`src/hw/rtl/psrl_pkg.sv`:
```
// ----------------------------------------------------------------------------
// psrl_pkg
// Shared types, constants and hash function of the per-source rate limiter.
// ----------------------------------------------------------------------------
package psrl_pkg;

  localparam int unsigned TableEntries = 8192;
  localparam int unsigned TableWays    = 4;
  localparam int unsigned SetCount     = TableEntries / TableWays;
  localparam int unsigned SetBits      = $clog2(SetCount);
  localparam int unsigned WayBits      = (TableWays > 1) ? $clog2(TableWays) : 1;
  localparam int unsigned TreeLevels   = (TableWays > 1) ? $clog2(TableWays) : 0;
  localparam int unsigned PlruBits     = 7;
  localparam int unsigned FifoDepth    = 4;
  localparam int unsigned FifoPtrBits  = $clog2(FifoDepth);

  localparam logic [15:0] EthHdrBytes   = 16'd14;
  localparam logic [15:0] Ipv4MinBytes  = 16'd34;
  localparam logic [15:0] EtherTypeIpv4 = 16'h0800;
  localparam logic [31:0] HashMul       = 32'h9E37_79B1;
  localparam logic [31:0] MaxPktReset   = 32'd100;
  localparam logic [47:0] WinLenReset   = 48'd1000000000;

  localparam logic [0:0] CfgMaxPkt = 1'b0;
  localparam logic [0:0] CfgWinLen = 1'b1;

  localparam logic [2:0] OutPass    = 3'd0;
  localparam logic [2:0] OutNew     = 3'd1;
  localparam logic [2:0] OutRestart = 3'd2;
  localparam logic [2:0] OutWithin  = 3'd3;
  localparam logic [2:0] OutOver    = 3'd4;

  // classified item handed from front to back
  typedef struct packed {
    logic        bypass;
    logic [SetBits-1:0] set;
    logic [31:0] src;
    logic [63:0] now;
  } item_t;

  function automatic logic [SetBits-1:0] set_hash(input logic [31:0] prod);
    logic [31:0] h;
    h = prod ^ (prod >> 16);
    return h[SetBits-1:0];
  endfunction

endpackage

```
`src/hw/rtl/psrl_front.sv`:
```
// ----------------------------------------------------------------------------
// psrl_front
// Accepts frame summaries, classifies them and pushes them into a small queue.
// ----------------------------------------------------------------------------
module psrl_front import psrl_pkg::*; (
  input  logic        clk_i,
  input  logic        rst_ni,
  input  logic        start_i,
  output logic        busy_o,
  input  logic [15:0] frame_length_i,
  input  logic [15:0] ether_type_i,
  input  logic [31:0] source_address_i,
  input  logic [63:0] time_ns_i,
  input  logic        pop_i,
  output logic        empty_o,
  output item_t       item_o
);

  item_t                mem_q [FifoDepth];
  logic [FifoPtrBits:0] wr_q, rd_q;
  logic                 push;
  item_t                it;
  logic [31:0]          prod;

  assign busy_o  = (wr_q - rd_q) == (FifoPtrBits+1)'(FifoDepth);
  assign empty_o = wr_q == rd_q;
  assign push    = start_i && !busy_o;
  assign item_o  = mem_q[rd_q[FifoPtrBits-1:0]];
  assign prod    = source_address_i * HashMul;

  always_comb begin
    it.bypass = (frame_length_i < EthHdrBytes) || (ether_type_i != EtherTypeIpv4) ||
                (frame_length_i < Ipv4MinBytes);
    it.set    = set_hash(prod);
    it.src    = source_address_i;
    it.now    = time_ns_i;
  end

  always_ff @(posedge clk_i) begin
    if (push) mem_q[wr_q[FifoPtrBits-1:0]] <= it;
  end

  always_ff @(posedge clk_i or negedge rst_ni) begin
    if (!rst_ni) begin
      wr_q <= '0;
      rd_q <= '0;
    end else begin
      if (push) wr_q <= wr_q + 1'b1;
      if (pop_i) rd_q <= rd_q + 1'b1;
    end
  end

endmodule

```
`config.mk`:
```
export PLATFORM = sky130hd
export DESIGN_NAME = psrl_front
export DESIGN_NICKNAME = d
export VERILOG_FILES = /design/src/hw/rtl/psrl_pkg.sv /design/src/hw/rtl/psrl_front.sv
export SDC_FILE = /design/constraint.sdc
export NUM_CORES = 1
export LEC_CHECK = 0
export BUFFER_PORTS_ARGS = -buffer_cell sky130_fd_sc_hd__buf_2
export CORE_MARGIN = 2
export CORE_UTILIZATION = 30
export DETAILED_ROUTE_END_ITERATION = 8
export GPL_ROUTABILITY_DRIVEN = 0
export MAX_ROUTING_LAYER = met4
export SLEW_MARGIN = 20
export SYNTH_ARGS = -nofsm -noshare
export SYNTH_HDL_FRONTEND = slang
export SYNTH_SLANG_ARGS = --single-unit
```
`constraint.sdc`:
```
create_clock -name clk_i -period 6 [get_ports clk_i]
set_input_delay 1.8 -clock clk_i [delete_from_list [all_inputs] [get_ports clk_i]]
set_output_delay 1.8 -clock clk_i [all_outputs]
set_load 0.01 [all_outputs]
```
; Yosys cells after proc, flatten, opt, wreduce, memory -nomap -nowiden
; Memory sizes are Yosys's and may differ from the RTL's.
; Index checks and enable logic that the tools add are counted.
[word_totals]
regBits = 6
ram_bits = 432
wordCells = 19
memories = 1
[memory_table]
columns = name, depth, width, read_ports, rd_ports_with_merged_regs, wr, line_no
row1 = mem_q, 4, 108, 1, 0, 1, psrl_front.sv:19  ; item_t mem_q [FifoDepth];
[classes]
addsub = 3
multipliers = 1
magnitude_cmp = 2
n_eq_ne = 3
n_mux = 2
bitwise = 1
n_reduce_logical = 4
[ops]
columns = cell, n
row1 = "multiplier 32 x 32 -> 27 bit, second input constant", 1
row2 = "< comparator 16 x 4 -> 1 bit, second input constant", 1
row3 = "< comparator 16 x 6 -> 1 bit, second input constant", 1
row4 = "!= test 16 x 12 -> 1 bit, second input constant", 1
row5 = bitwise XOR 11 bit, 1
row6 = "adder 3 x 1 -> 3 bit, second input constant", 2
row7 = equality test 3 bit, 1
row8 = "equality test 3 bit, second input constant", 1
row9 = subtractor 3 bit, 1
row10 = logical OR 1 bit, 2
row11 = 2-to-1 mux 1 bit, 2
row12 = logical AND 1 bit, 1
row13 = logical NOT 1 bit, 1

; Longest topological paths before layout
; Gate-level depths: netlist of the first run.
[depth]
ltp_word = 6
depth_mapped = 21
mapped_depth_nobuf = 21

; Least setup slack after synthesis of the first run
; No wires, ideal clock.
[synth_timing]
path_kind = input port to flip-flop
from = input port source_address_i[8]
to = memory mem_q[0][106] in the netlist's numbering (data pin)
arrival_time_ps = 6699
required_ps = 5725
setup_slack_ps = -975
path_stages = 20
n_path_buf = 0
cell_sequence = inv_1 -> fa_1 -> inv_1 -> fa_1 -> fa_1 -> inv_1 -> fa_1 -> inv_1 -> fa_1 -> fa_1 -> inv_1 -> fa_1 -> inv_1 -> ha_1 -> nand3_1 -> nor2_1 -> a22oi_1 -> o211ai_1 -> o31ai_2 -> xnor2_1
[synth_rtl]
columns = item, line_no
row1 = from (decl), psrl_front.sv:12  ; input logic [31:0] source_address_i,
row2 = to (decl), psrl_front.sv:19

==> impl_results.md, run 1 <==
* Commonest non-fill, non-tap cell in the layout: edfxtp_1
* Slew Viols, Final at 0
* First-pass GRT wire length at 79100 um
* H-tree Lvls at 2
* Fin area at 0.0278 mm2
* Hold WC Path Type: flip-flop to flip-flop
* RSZ-0062 raised after global routing: true
* 1st-pass router iterations at 4
* I/O Pins at 242
* CTS tree: yes
* Placed Area at 0.0261 mm2
* Total track usage at 0.139
* Vias at 12000
* Clk pin slew, worst setup/hold paths at 0.06 ns
* Clock buffer depth at 3
* Gate Count Post-Synth at 1291
* Vias in the first global route at 13500
* Hold WS at 0.497 ns
* Final core occ at 0.376
* Multiplexer share of the synthesized area at 0.109
* Full die area at 0.0767 mm2
* Largest net degree at the start of global routing at 59
* Die width at 277 um
* Post-Synth Adder-Cell Area at 0.200
* Routed Antenna Nets at 0
* Maxcap violations at 0
* Tmin final at 6.49 ns
* CTS Buf Count at 44
* Critical Path End Type: flip-flop
* Vias per cell at 4.45
* Failing checks: negative setup slack
* Syn_nets at 1702
* Port buffer count at 240
* Synthesized cell area at 0.0224 mm2
* Dpl ws at -1.31 ns
* Kind of critical path: input port to flip-flop
* Core Region at 0.0741 mm2
* Number of synthesized register bits at 438
* Synth Area in Compound Gates at 0.0168
* Post-Syn Area per Cell at 17.3 um2
* Maximum achievable frequency at 0.154 GHz
* Drt drc at 0
* EDFF count, synth at 432
* Gr ovfl total at 0
* Die Span Y at 277 um
* Final setup viols at 44
* Final WS setup at -0.487 ns
* Hpwl dp at 36800 um
* Row Count at 100
* Layout net count at 2093
* Crit-path max FO at 4
* Critical Path RT at 6.31 ns
* Simple-Gate Fraction of Synth Area at 0.0110
* Wire length per cell at 18.8 um
* Layout cell share with drive strength beyond 1 at 0.375
* Main synth FF type: edfxtp_1
* Status: finished, violations left
* Clock skew at 0.0184 ns
* Crit path DAT at 6.79 ns
* Initial antenna violation count at 1
* Measured slew at the worst slew-check pin at 0.970 ns
* Xor/xnor share of the synthesized area at 0.0239
* Synth warnings at 0
* Sequential share of the synthesized area at 0.587
* Most frequent cells in the layout: edfxtp_1 (432), inv_1 (266), buf_2 (233)
* Async SR Flop Fraction at 0.0137
* Clock Latency Late Sink at 0.56 ns
* Starting Density at 0.302
* Count of different cell masters after synthesis at 46
* Final hold vios at 0
* Nature of the critical path startpoint: input port
* Layout Area Growth over Synthesis at 24.5%
* Slew margin rel. at 0.353
* Clk root buf: clkbuf_16
* Initial drt markers at 787
* TritonCTS Sinks at 438
* # hold bufs at CTS at 0
* Period utilization at 1.08
* Routed WL at 50500 um
* Largest family of logic cells by synthesized area: adder cells
state kept, by name (all words and copies together), names as in the netlist:
signal  flops
wr_q        3
rd_q        3
mem_q     432
synthesized netlist by cell type, drive strengths merged, types with 2 or more instances:
cell	instances	area [um2]
edfxtp	432	13000
inv	281	1050
ha	148	1850
fa	131	2620
mux4	108	2430
xnor2	47	412
buf	17	81.3
xor2	14	123
a21oi	13	68.8
o21ai	12	67.6
nand2	11	41.3
a21o	8	60.1
clkbuf	8	30.0
nor2	8	30.0
dfrtp	6	150
nor4	5	31.3
and2	4	25.0
nor3	4	20.0
nor2b	3	18.8
o21a	3	22.5
a31oi	2	27.5
and3	2	12.5
nand2b	2	12.5
nand3	2	10.0
nand4	2	12.5
o211ai	2	15.0
o31ai	2	20.0
worst max-delay path: stages:
cell and delay (ns):
buf_8 0.08, clkinvlp_4 0.09, fa_1 0.50, inv_1 0.06, fa_1 0.45, fa_1 0.51
inv_2 0.04, fa_1 0.52, inv_1 0.05, fa_1 0.45, fa_1 0.50, inv_1 0.06
fa_1 0.50, inv_2 0.05, ha_4 0.23, nand3_4 0.10, nor2_2 0.05, a22oi_2 0.16
o211ai_1 0.18, o31ai_4 0.30, xnor2_4 0.11
final timing paths:
kind	startpoint	end	slack, ns	depth (start not counted)
setup / recovery	source_address_i[8]	mem_q[2][106]$_DFFE_PP_	-0.49	21
hold / removal	rd_q[2]$_DFFE_PN0P_	rd_q[2]$_DFFE_PN0P_	0.50	1
min in group asynchronous	rst_ni	rd_q[2]$_DFFE_PN0P_	1.05	1
setup reg to reg	rd_q[0]$_DFFE_PN0P_	mem_q[1][50]$_DFFE_PP_	2.09	8
hold reg to reg	rd_q[2]$_DFFE_PN0P_	rd_q[2]$_DFFE_PN0P_	0.50	1
max in group asynchronous	rst_ni	rd_q[1]$_DFFE_PN0P_	4.78	1
cells by family (layout without fill, tap and decap cells):
family,after synthesis,after routing
AND/OR/NAND/NOR,47,47
flip-flops,438,438
other,0,1
AO/OA/AOI/OAI,52,52
buffers and inverters,306,731
XOR/XNOR,61,61
adder cells (fa/ha/maj),279,279
multiplexers,108,108
layer usage:
metal	vias to the layer above	global-route usage	routed length, um	part of all wire
li1	5417	-	-	-
met1	6255	0.175	21900	0.43
met2	224	0.237	25600	0.51
met3	62	0.0188	1920	0.038
met4	0	0.0322	1040	0.021
met5	-	-	0	0
final cells by class:
type                            count  area (um2)
Fill cell                        6982       46300
Sequential cell                   438       13100
Multi-Input combinational cell    547        8700
Timing Repair Buffer              370        2310
Tap cell                          969        1210
Clock buffer                       49        1120
Inverter                          281        1060
Clock inverter                     31         288
Antenna cell                        1        2.50
metrics by stage:
stage               cells  setup TNS [ns]
detailed placement   2598          -44.85
CTS                  2683           -9.75
global placement     2598          -43.82
global route         2686          -16.86
floorplan            1291          -14.94
finish               2686          -10.87
timing repair:
item / in CTS / in global routing
endpoints found under the setup margin: 44 / 44
pin swaps: 30 / 15
setup buffers: 6 / 2
gates resized for setup: 52 / 20
cloned: 0 / 0
Power of run 1 is not shown: default switching activity piles up to over one toggle a cycle in this logic, so the estimate is an artifact.
==> inputs of run 2 (changes only) <==
BUFFER_PORTS_ARGS = -buffer_cell sky130_fd_sc_hd__clkbuf_2   (was -buffer_cell sky130_fd_sc_hd__buf_2)
==> run 2 against run 1 <==
  * The run still ends with negative setup slack left
  * Wire length increased by 1.7%
  * Register-to-register slack better by 0.24 ns
  * Worst setup slack worse by 0.074 ns
  * Flip-flop and latch count unchanged
  * Global-route usage rose by 0.20 points
  * Clock skew down 0.0027 ns
  * Critical path depth is 1 higher
  * Via count down 0.80%
  * Maximum frequency shrank 1.1%
  * Largest cell class unchanged
==> impl_results.md, run 2 (synthesized netlist as in run 1, its figures left out) <==
* Clock Latency Late Sink at 0.56 ns
* # hold bufs at CTS at 0
* Reg2reg end: mem_q[1][56]$_DFFE_PP_
* Critical Path RT at 6.28 ns
* Clock buffer depth at 3
* Clk root buf: clkbuf_16
* TritonCTS Sinks at 438
* First-pass GRT wire length at 80100 um
* Drt drc at 0
* Hold path start: wr_q[2]$_DFFE_PN0P_
* R2R depth at 7
* Nature of the critical path startpoint: input port
* Wire length per cell at 19.1 um
* Maxcap violations at 0
* Dpl ws at -1.27 ns
* Die width at 277 um
* Worst hold stages at 1
* Maximum achievable frequency at 0.152 GHz
* Hold Path End: wr_q[2]$_DFFE_PN0P_
* Hpwl dp at 37200 um
* Slew margin rel. at 0.339
* Hold WS at 0.493 ns
* Die Span Y at 277 um
* Initial antenna violation count at 0
* Layout Cells excl Fill at 2690
* Row Count at 100
* RSZ-0062 raised after global routing: true
* Final setup viols at 44
* 1st-pass router iterations at 5
* Starting Density at 0.302
* Vias at 11900
* Port buffer count at 240
* Clock skew at 0.0157 ns
* I/O Pins at 242
* Crit path DAT at 6.84 ns
* Final WS setup at -0.561 ns
* Total track usage at 0.141
* Crit-path max FO at 4
* Final core occ at 0.377
* Most frequent cells in the layout: edfxtp_1 (432), inv_1 (260), clkbuf_2 (226)
* CTS tree: yes
* Status: finished, violations left
* Failing checks: negative setup slack
* Antenna diode count at 0
* Full die area at 0.0767 mm2
* Placed cells at 2597
* Hold WC Path Type: flip-flop to flip-flop
* Critical Path End Type: flip-flop
* Routed WL at 51400 um
* Gr ovfl total at 0
* CTS Buf Count at 45
* Layout Area Growth over Synthesis at 25.1%
* Tmin final at 6.56 ns
* Worst R2R Start: rd_q[0]$_DFFE_PN0P_
* Period utilization at 1.09
* Final hold vios at 0
* Vias per cell at 4.41
* Vias in the first global route at 13300
* Clk pin slew, worst setup/hold paths at 0.06 ns
* H-tree Lvls at 2
* Kind of critical path: input port to flip-flop
* Largest register FFs at 432
* Routed Antenna Nets at 0
* Commonest non-fill, non-tap cell in the layout: edfxtp_1
* Layout net count at 2098
* Core Region at 0.0741 mm2
* Initial drt markers at 605
* Measured slew at the worst slew-check pin at 0.992 ns
* Layout cell share with drive strength beyond 1 at 0.382
* Flop-to-flop setup slack at 2.33 ns
* Largest net degree at the start of global routing at 63
* Slew Viols, Final at 0
==> run 2: layer usage <==
layer / global-route usage / up-vias / wire, um
met5: - / - / 0
met4: 0.0319 / 0 / 898
met3: 0.0183 / 53 / 1740
met2: 0.239 / 210 / 26000
met1: 0.180 / 6159 / 22800
li1: - / 5440 / -
==> run 2: layout make-up <==
| type | count | area, um2 |
|---|---|---|
| Fill cell | 6952 | 46100 |
| Sequential cell | 438 | 13100 |
| Multi-Input combinational cell | 547 | 8740 |
| Timing Repair Buffer | 374 | 2430 |
| Clock buffer | 59 | 1220 |
| Tap cell | 969 | 1210 |
| Inverter | 281 | 1070 |
| Clock inverter | 22 | 156 |
==> run 2: how the worst max path moves through the flow <==
stage                        startpoint                       to  slack (ns)  depth (start not counted)
floorplan           source_address_i[9]  mem_q[0][106]$_DFFE_PP_       -0.83                         19
global placement    source_address_i[8]  mem_q[0][106]$_DFFE_PP_       -1.24                         21
detailed placement  source_address_i[8]  mem_q[3][105]$_DFFE_PP_       -1.27                         22
CTS                 source_address_i[8]  mem_q[1][105]$_DFFE_PP_       -0.49                         22
global route        source_address_i[8]  mem_q[1][105]$_DFFE_PP_       -0.74                         22
finish              source_address_i[8]  mem_q[0][105]$_DFFE_PP_       -0.56                         22
==> run 2: what timing repair did <==
item | CTS | global route
setup buffers | 9 | 4
gates resized for setup | 56 | 45
endpoints found under the setup margin | 44 | 44
pin swaps | 21 | 28
==> run 2: worst max-delay path, cell delays in order <==
cell        delay, ns
buf_8            0.08
clkinvlp_4       0.10
fa_1             0.50
inv_1            0.06
fa_1             0.45
fa_1             0.51
inv_2            0.04
fa_1             0.48
inv_1            0.06
fa_1             0.48
fa_1             0.55
inv_2            0.05
fa_1             0.52
inv_2            0.05
ha_4             0.22
a21o_1           0.17
a21oi_2          0.19
buf_4            0.14
nand3b_1         0.08
o21ai_2          0.07
a31oi_2          0.06
xnor2_2          0.18
==> run 2: metrics by stage <==
step	TNS, ns	instance area (um2)
floorplan	-14.94	22800
finish	-13.09	28000
global route	-18.26	28000
global placement	-43.26	26100
CTS	-11.70	27800
detailed placement	-45.32	26100
Power of run 2 is left out for the same reason.
==> inputs of run 3 (changes only) <==
BUFFER_PORTS_ARGS = not set   (was -buffer_cell sky130_fd_sc_hd__clkbuf_2)
DONT_BUFFER_PORTS = 1   (was not set)
==> run 3 against run 2 <==
  * The run still ends with negative setup slack left
  * Critical path type unchanged
  * Clock-buffer cell count is 6 lower
  * First-iteration DRC count is 4.0% lower
  * Worst hold slack improved by 0.0020 ns
  * Critical path depth shrank 2
  * Sequential share of layout area up 3.2 points
  * Design area down 6.4%
  * Worst setup slack got worse by 0.066 ns
  * Non-clock buffer count shrank 293
  * Clock skew increased by 0.0076 ns
  * Register-to-register slack got worse by 0.33 ns
  * Global-route usage fell by 0.81 points
  * Flip-flop and latch count stayed put
==> impl_results.md, run 3 (synthesized netlist as in run 1, its figures left out) <==
* Status: finished, violations left
* Failing checks: negative setup slack
* Core Region at 0.0741 mm2
* Die width at 277 um
* Maxcap violations at 0
* Final WS setup at -0.627 ns
* Vias at 10900
* Die Span Y at 277 um
* CTS tree: yes
* Vias per cell at 4.53
* CTS Buf Count at 44
* Routed WL at 48600 um
* Starting Density at 0.302
* Antenna diode count at 0
* Hold Path End: wr_q[2]$_DFFE_PN0P_
* I/O Pins at 242
* Maximum achievable frequency at 0.151 GHz
* Final setup viols at 20
* Crit path DAT at 6.93 ns
* Routed Antenna Nets at 0
* RSZ-0062 raised after global routing: true
* Clk root buf: clkbuf_16
* Clk pin slew, worst setup/hold paths at 0.06 ns
* Port buffer count at 0
* Drt drc at 0
* Vias in the first global route at 12000
* Worst hold stages at 1
* Flop-to-flop setup slack at 2.00 ns
* Largest net degree at the start of global routing at 72
* Clock buffer depth at 3
* Largest register FFs at 432
* Hold path start: wr_q[2]$_DFFE_PN0P_
* Kind of critical path: input port to flip-flop
* Slew margin rel. at 0.286
* Layout cell share with drive strength beyond 1 at 0.242
* TritonCTS Sinks at 438
* Final core occ at 0.353
* Wire length per cell at 20.3 um
* Full die area at 0.0767 mm2
* # hold bufs at CTS at 0
* Critical Path RT at 6.30 ns
* Hpwl dp at 34400 um
* Initial antenna violation count at 0
* Reg2reg end: mem_q[3][24]$_DFFE_PP_
* Hold WC Path Type: flip-flop to flip-flop
* H-tree Lvls at 2
* Measured slew at the worst slew-check pin at 1.07 ns
* 1st-pass router iterations at 5
* Row Count at 100
* Initial drt markers at 581
* Most frequent cells in the layout: edfxtp_1 (432), inv_1 (271), fa_1 (124)
* First-pass GRT wire length at 74600 um
* Tmin final at 6.63 ns
* Clock skew at 0.0233 ns
* Nature of the critical path startpoint: input port
* Slew Viols, Final at 0
* Crit-path max FO at 9
* Worst R2R Start: rd_q[1]$_DFFE_PN0P_
* Critical Path End Type: flip-flop
* Total track usage at 0.133
* Clock Latency Late Sink at 0.57 ns
* Final hold vios at 0
* Period utilization at 1.10
* Commonest non-fill, non-tap cell in the layout: edfxtp_1
* Layout Area Growth over Synthesis at 17.0%
* Layout net count at 1804
* R2R depth at 8
* Gr ovfl total at 0
run 3: layout make-up:
class	instances	area (um2)
Multi-Input combinational cell	547	8660
Fill cell	6996	47900
Inverter	281	1060
Sequential cell	438	13100
Tap cell	969	1210
Timing Repair Buffer	81	707
Clock inverter	27	255
Clock buffer	53	1130
run 3: worst max path at each step:
stage / to / startpoint / slack [ns] / cells after the start
detailed placement: mem_q[0][106]$_DFFE_PP_ / source_address_i[9] / -1.25 / 20
global route: mem_q[3][106]$_DFFE_PP_ / source_address_i[9] / -0.81 / 20
global placement: mem_q[0][106]$_DFFE_PP_ / source_address_i[9] / -1.17 / 20
floorplan: mem_q[0][106]$_DFFE_PP_ / source_address_i[9] / -0.83 / 19
CTS: mem_q[3][106]$_DFFE_PP_ / source_address_i[9] / -0.55 / 20
finish: mem_q[3][106]$_DFFE_PP_ / source_address_i[9] / -0.63 / 20
run 3: routing by layer:
layer | up-vias | track usage | share of wire
met5 | - | - | 0
met4 | 0 | 0.0291 | 0.018
met3 | 57 | 0.0334 | 0.065
met2 | 234 | 0.224 | 0.51
met1 | 5730 | 0.160 | 0.41
li1 | 4839 | - | -
run 3: through the flow:
stage	cell area (um2)	hold slack, ns	setup TNS (ns)	std cells	setup slack, ns
floorplan	22800	0.461	-14.94	1291	-0.830
global placement	24600	0.481	-31.91	2313	-1.17
detailed placement	24600	0.490	-33.97	2313	-1.25
CTS	26000	0.500	-7.70	2393	-0.549
global route	26200	0.526	-12.18	2396	-0.806
finish	26200	0.495	-8.42	2396	-0.627
run 3: what timing repair did:
action,in CTS,in global routing
pin swaps,3,13
resized for setup,10,25
buffers inserted,0,3
endpoints found under the setup margin,28,36
run 3: critical path: stages:
cell	delay, ns
inv_1	0.09
fa_1	0.54
inv_1	0.05
fa_1	0.46
fa_1	0.51
inv_1	0.06
fa_1	0.55
inv_1	0.05
fa_1	0.46
fa_1	0.50
inv_1	0.05
fa_1	0.50
inv_1	0.07
ha_4	0.22
nand3_2	0.09
nor2_1	0.06
a22oi_2	0.17
o211ai_1	0.16
o31ai_2	0.38
xnor2_2	0.14
Power of run 3 is left out for the same reason.
